===== src/c8_pkg.sv =====
// ----------------------------------------------------------------------------
// c8_pkg: shared types and constants for the CHIP-8 instruction core
// Holds the sequencer states, the shared ALU codes and the font table.
// ----------------------------------------------------------------------------
package c8_pkg;

    localparam int ADDR_W     = 12;
    localparam int MEM_BYTES  = 4096;
    localparam int SCREEN_W   = 64;
    localparam int SCREEN_H   = 32;
    localparam int PIX_COUNT  = SCREEN_W * SCREEN_H;
    localparam int FONT_BYTES = 80;
    localparam int WORD_W     = 32;
    localparam int FRAME_WORDS = PIX_COUNT / WORD_W;

    localparam logic [ADDR_W-1:0] PC_RESET = 12'h200;

    // host op selector codes
    localparam logic [2:0] OP_STEP     = 3'd0;
    localparam logic [2:0] OP_WRITE    = 3'd1;
    localparam logic [2:0] OP_READ_MEM = 3'd2;
    localparam logic [2:0] OP_READ_REG = 3'd3;
    localparam logic [2:0] OP_READ_PIX = 3'd4;

    // opcode groups
    localparam logic [3:0] OPG_SYS    = 4'h0;
    localparam logic [3:0] OPG_JUMP   = 4'h1;
    localparam logic [3:0] OPG_SKEQI  = 4'h3;
    localparam logic [3:0] OPG_SKNEI  = 4'h4;
    localparam logic [3:0] OPG_SKEQR  = 4'h5;
    localparam logic [3:0] OPG_SETI   = 4'h6;
    localparam logic [3:0] OPG_ADDI   = 4'h7;
    localparam logic [3:0] OPG_ALU    = 4'h8;
    localparam logic [3:0] OPG_SKNER  = 4'h9;
    localparam logic [3:0] OPG_SETIDX = 4'hA;
    localparam logic [3:0] OPG_JUMPV0 = 4'hB;
    localparam logic [3:0] OPG_RAND   = 4'hC;
    localparam logic [3:0] OPG_DRAW   = 4'hD;

    // 8xyn sub-ops
    localparam logic [3:0] SUB_MOV = 4'h0;
    localparam logic [3:0] SUB_OR  = 4'h1;
    localparam logic [3:0] SUB_AND = 4'h2;
    localparam logic [3:0] SUB_XOR = 4'h3;
    localparam logic [3:0] SUB_ADD = 4'h4;
    localparam logic [3:0] SUB_SUB = 4'h5;

    localparam logic [7:0] NN_CLS   = 8'hE0;
    localparam logic [3:0] FLAG_REG = 4'hF;

    typedef enum logic [2:0] {
        ALU_PASS_B,
        ALU_OR,
        ALU_AND,
        ALU_XOR,
        ALU_ADD8,
        ALU_SUB8,
        ALU_EQ,
        ALU_ADD12
    } alu_op_t;

    typedef struct packed {
        logic [ADDR_W-1:0] value;
        logic              flag;
    } alu_res_t;

    typedef enum logic [4:0] {
        ST_CLEAR,
        ST_IDLE,
        ST_MEM_WAIT,
        ST_REG_WAIT,
        ST_PIX_WAIT,
        ST_FETCH_LO,
        ST_FETCH_WAIT,
        ST_READ_X,
        ST_READ_Y,
        ST_EXEC,
        ST_WRITE_F,
        ST_NEXT_PC,
        ST_ROW_READ,
        ST_ROW_WAIT,
        ST_PIX,
        ST_PIX_WRITE,
        ST_DONE
    } state_t;

    localparam logic [7:0] FONT [FONT_BYTES] = '{
        8'hF0, 8'h90, 8'h90, 8'h90, 8'hF0, 8'h20, 8'h60, 8'h20, 8'h20, 8'h70,
        8'hF0, 8'h10, 8'hF0, 8'h80, 8'hF0, 8'hF0, 8'h10, 8'hF0, 8'h10, 8'hF0,
        8'h90, 8'h90, 8'hF0, 8'h10, 8'h10, 8'hF0, 8'h80, 8'hF0, 8'h10, 8'hF0,
        8'hF0, 8'h80, 8'hF0, 8'h90, 8'hF0, 8'hF0, 8'h10, 8'h20, 8'h40, 8'h40,
        8'hF0, 8'h90, 8'hF0, 8'h90, 8'hF0, 8'hF0, 8'h90, 8'hF0, 8'h10, 8'hF0,
        8'hF0, 8'h90, 8'hF0, 8'h90, 8'h90, 8'hE0, 8'h90, 8'hE0, 8'h90, 8'hE0,
        8'hF0, 8'h80, 8'h80, 8'h80, 8'hF0, 8'hE0, 8'h90, 8'h90, 8'h90, 8'hE0,
        8'hF0, 8'h80, 8'hF0, 8'h80, 8'hF0, 8'hF0, 8'h80, 8'hF0, 8'h80, 8'h80
    };

    // reset content of program memory
    function automatic logic [7:0] init_byte(input logic [ADDR_W-1:0] a);
        logic [7:0] b;
        b = 8'h00;
        if (a < ADDR_W'(FONT_BYTES))
        begin
            b = FONT[a[6:0]];
        end
        return b;
    endfunction

endpackage


===== src/c8_alu.sv =====
// ----------------------------------------------------------------------------
// c8_alu: shared arithmetic and compare unit
// One 8-bit logic/add/sub/compare path and one 12-bit address adder.
// ----------------------------------------------------------------------------
module c8_alu (
    input  c8_pkg::alu_op_t                alu_op,
    input  logic [c8_pkg::ADDR_W-1:0]      a,
    input  logic [c8_pkg::ADDR_W-1:0]      b,
    output c8_pkg::alu_res_t               res
);

    logic [8:0] sum8;
    logic [7:0] diff8;

    assign sum8  = {1'b0, a[7:0]} + {1'b0, b[7:0]};
    assign diff8 = a[7:0] - b[7:0];

    // operation select
    always_comb
    begin
        res.value = '0;
        res.flag  = 1'b0;
        unique case (alu_op)
            c8_pkg::ALU_PASS_B: res.value = b;
            c8_pkg::ALU_OR:     res.value = {4'h0, a[7:0] | b[7:0]};
            c8_pkg::ALU_AND:    res.value = {4'h0, a[7:0] & b[7:0]};
            c8_pkg::ALU_XOR:    res.value = {4'h0, a[7:0] ^ b[7:0]};
            c8_pkg::ALU_ADD8:
            begin
                res.value = {4'h0, sum8[7:0]};
                res.flag  = sum8[8];
            end
            c8_pkg::ALU_SUB8:
            begin
                res.value = {4'h0, diff8};
                res.flag  = a[7:0] > b[7:0];
            end
            c8_pkg::ALU_EQ:     res.flag  = a[7:0] == b[7:0];
            c8_pkg::ALU_ADD12:  res.value = a + b;
            default:            res.value = b;
        endcase
    end

endmodule


===== config.mk =====
export PLATFORM = sky130hd
export DESIGN_NAME = c8_alu
export DESIGN_NICKNAME = d
export VERILOG_FILES = /design/src/c8_pkg.sv /design/src/c8_alu.sv
export SDC_FILE = /design/constraint.sdc
export NUM_CORES = 1
export LEC_CHECK = 0
export BUFFER_PORTS_ARGS = -buffer_cell sky130_fd_sc_hd__buf_2
export CORE_UTILIZATION = 48
export DETAILED_ROUTE_END_ITERATION = 10
export PLACE_DENSITY = 0.74
export SYNTH_ARGS = -nofsm -noshare
export SYNTH_HDL_FRONTEND = slang
export SYNTH_SLANG_ARGS = --single-unit

===== constraint.sdc =====
create_clock -name vclk -period 2.29
set_input_delay 0.229 -clock vclk [all_inputs]
set_output_delay 0.229 -clock vclk [all_outputs]
set_load 0.1 [all_outputs]

Word-level counts from Yosys, hierarchy flattened. Index checks and enable logic that the tools add are counted.

Register bits after elaboration: 0. Bits of input ports: 27.

Add/subtract/negate cells: 3. $lt $le $gt $ge: 1. Equal/unequal tests: 8. Mux-type cells: 2. Bitwise logic cells: 3. Reduce and logical (&&, ||, !) cells: 1.

Operator list (number): 12-bit case mux with 7 select lines (1); 12-bit adder (1); 3-bit equality test (second input constant) (4); 8-bit by 8-bit adder with 9-bit output (1); 8-bit AND (1); 8-bit equality test (1); 8-bit > comparator (1); 8-bit OR (1); 8-bit subtractor (1); 8-bit XOR (1); 3-bit by 2-bit equality test with 1-bit output (second input constant) (2); 3-bit by 1-bit equality test with 1-bit output (second input constant) (1); 3-bit zero test (1); 1-bit case mux with 3 select lines (1).

Depth between registers and ports, before layout.
Depth after elaboration: 2. Gate-level depth with buffers: 10.

Worst setup path before layout. No wires, ideal clock.

Kind: input-to-output. From: input port a[0] (netlist name). To: output port res[9] (netlist name). Arrival time: 3615 ps. Path slack: -1554 ps. Stages: 9. Cells stage by stage: ha_1 -> inv_1 -> fa_1 -> inv_1 -> a21o_2 -> a21oi_2 -> a221o_1 -> xor2_1 -> o21ai_0.

RTL lines: start, declared (line c8_alu.sv:7) `input logic [c8_pkg::ADDR_W-1:0] a,`; end, declared (line c8_alu.sv:9) `output c8_pkg::alu_res_t res`.

==> impl_results.md <==
- Tot Pwr: roughly 940 uW
- DRT Pass-1 Iters: 4
- Wl on met1: about 2.3 mm
- Final Worst Setup Slack: -40.0 ps
- RSZ-0062 raised after global routing: yes
- DR WL met3: roughly 360 um
- Slowest CP cell: or3_4
- Fillers: 188
- Least-Margin Pin Slew: 475 ps
- Worst rel slew slack: 68.1%
- Adder-Cell Fraction of Synth Area: a little under a quarter
- Hold Path Class: in -> out
- Critical Path Sink Type: output pin
- Hpwl dp: about 4.1 mm
- Io pins: 40
- Antenna cells: 0
- Initial antenna violation count: 0
- CP Class: in -> out
- CP arrival: between 2000 and 2500 ps
- Final period util: 102%
- Worst slack, placed: -236 ps
- Most instantiated cells after synthesis: inv_1 (29), ha_1 (28), nor2_1 (23)
- Setup-failing EPs final: 1
- Final Max Tran Viols: 0
- I/O Buffers: 40
- Share of the synthesized area in the top cell type: between 20% and 30%
- Top Layer Used: met4
- CP peak stage delay: 350 ps
- Failing checks: setup timing
- Global-route wire length before repair: roughly 8.6 mm
- Maxcap violations: 0
- Max Freq: roughly 430 MHz
- Layout Utilization: 86.4%
- Worst setup path endpoint: res[0]
- Crit. Startpoint: a[0]
- Peak VDD IR: ~0.26 mV
- RD Place Congestion: a little under 1
- Share of post-route cells with drive strength above 1: between 40% and 50%
- Initial DRC Count: a little over 200
- Simple-gate portion of the synthesized area: about 22%
- Initial Util: between 50% and 60%
- CLK BUF: 0
- Vias in the first global route: a little under 2k
- Syn Nets: between 200 and 300
- Cell Chain, Critical Path: buf_8 -> ha_4 -> inv_2 -> fa_2 -> inv_2 -> a21o_4 -> a21oi_2 -> a221o_1 -> or3_4 -> a21oi_4 -> buf_12
- Leakage: between 0.001 and 0.0015 uW
- Seq. cell area: 0 um^2
- Cell area after layout: 0.00273 mm^2
- Largest net degree at the start of global routing: 17
- Row count: 20
- Mux contribution to synthesized area: a little under 7%
- Vert. Die Dim: ~61 um
- Gr ovfl total: 0
- Die area: 0.00367 mm^2
- Largest family of logic cells by synthesized area: compound AO/OA/AOI/OAI gates
- Setup TNS: -40.0 ps
- XOR/XNOR Fraction of Synth Area: ~3.7%
- Tot GR Track Use: 29.9%
- WP data required: approximately 2000 ps
- Worst-path maximum fanout: 3
- Final Hold Viols: 0
- Vias/cell: between 6 and 7
- Syn Std Cell Area: ~0.0016 mm^2
- Core area: 0.00315 mm^2
- Status: finished, violations left
- Syn avg cell area: between 6 and 7 um^2
- P&R area growth vs syn: 65.4%
- Synth warn: 0
- Min Clock Period, post-route: 2330 ps
- # nets final: 370
- Cell Area, Placed: 0.00244 mm^2
- Top cell type by total area after synthesis: ha_1
- Synth cell types: 57
- Synth area leaders: ha_1 (21%), inv_1 (6.6%), a21oi_1 (6.1%), nor2_1 (5.2%), o21ai_0 (3.6%)
- Crit path top cell by count: inv_2
- Count leader, synth: inv_1
- Pwr/cell area: approximately 350 mW/mm^2
- CP startpoint kind: primary input
- Antenna Violating Nets Remaining: 0
- Hold buffer count at cts: 0
- Metal2 WL: about 3 mm
- FFs & Latches: 0
- Wirelength per Cell: 16.2 um
- Compound-Gate Fraction of Synth Area: about a third
- Register area share after synthesis: 0%
- Total number of vias: 2,146
- DRC Markers: 0
- Die width: approximately 61 um
- Cells after synthesis: approximately 240
- Total Wirelength: about 5.7 mm
-- stage by stage --
step	cells	hold slack (ps)
after CTS	353	862
final	355	862
after global routing	355	887
after floorplan	238	742
after detailed placement	352	862
after global placement	352	849
-- cell families after synthesis --
logic type,Yosys count
buf+inv,42
fa+ha+maj,30
mux,8
xor+xnor,7
compound gates,78
simple gates,73
-- cell usage in the layout, fill, tap and decap left out, types with 4 or more instances in the layout --
cell / count
a21oi_1: 13
nor3_1: 8
nor2_1: 20
inv_2: 5
buf_2: 25
inv_1: 23
xnor2_1: 4
buf_12: 11
buf_4: 48
nor2b_1: 4
ha_1: 19
nand3_1: 5
o21ai_0: 4
nand2_1: 13
ha_4: 6
mux2i_1: 4
a21oi_2: 5
a211oi_1: 5
a21o_1: 4
-- worst min-delay path by stage --
stage / depth (start not counted) / end / from
2_1_floorplan: 2 / res[10] / b[9]
3_3_place_gp: 4 / res[9] / b[8]
3_5_place_dp: 4 / res[9] / b[8]
4_1_cts: 4 / res[9] / b[8]
5_1_grt: 4 / res[11] / b[10]
6_report: 4 / res[10] / b[9]
-- where the power goes --
group / leakage [uW] / internal (uW) / total, uW / switching, uW
logic: 0.00122 / 381 / 941 / 559
registers: 0 / 0 / 0 / 0
clock network: 0 / 0 / 0 / 0
total: 0.00122 / 381 / 941 / 559
-- cell type report --
class | instances | area [um^2] | area share [%]
timing repair buffer | 86 | 736 | 27.0
tap | 44 | 55.1 | 2.02
multi-input combinational | 196 | 1820 | 66.8
inverter | 29 | 114 | 4.18
-- routing by layer --
metal  vias up  GRT usage [%]
met2       102           55.7
met3         9           1.28
met5         -              0
met4         0           5.19
li1       1011              -
met1      1024           38.4
-- what timing repair did --
item	in CTS	in global routing
pin swaps	12	12
setup endpoints to repair	8	10
setup buffers	2	2
resized for setup	39	23
-- critical path: cells and delay by family --
kind	cells	cell delay (ps)
adder cells (fa/ha/maj)	2	480
buffers and inverters	4	380
AND/OR/NAND/NOR	1	350
AO/OA/AOI/OAI	4	640
(Power assumes the default switching activity.)
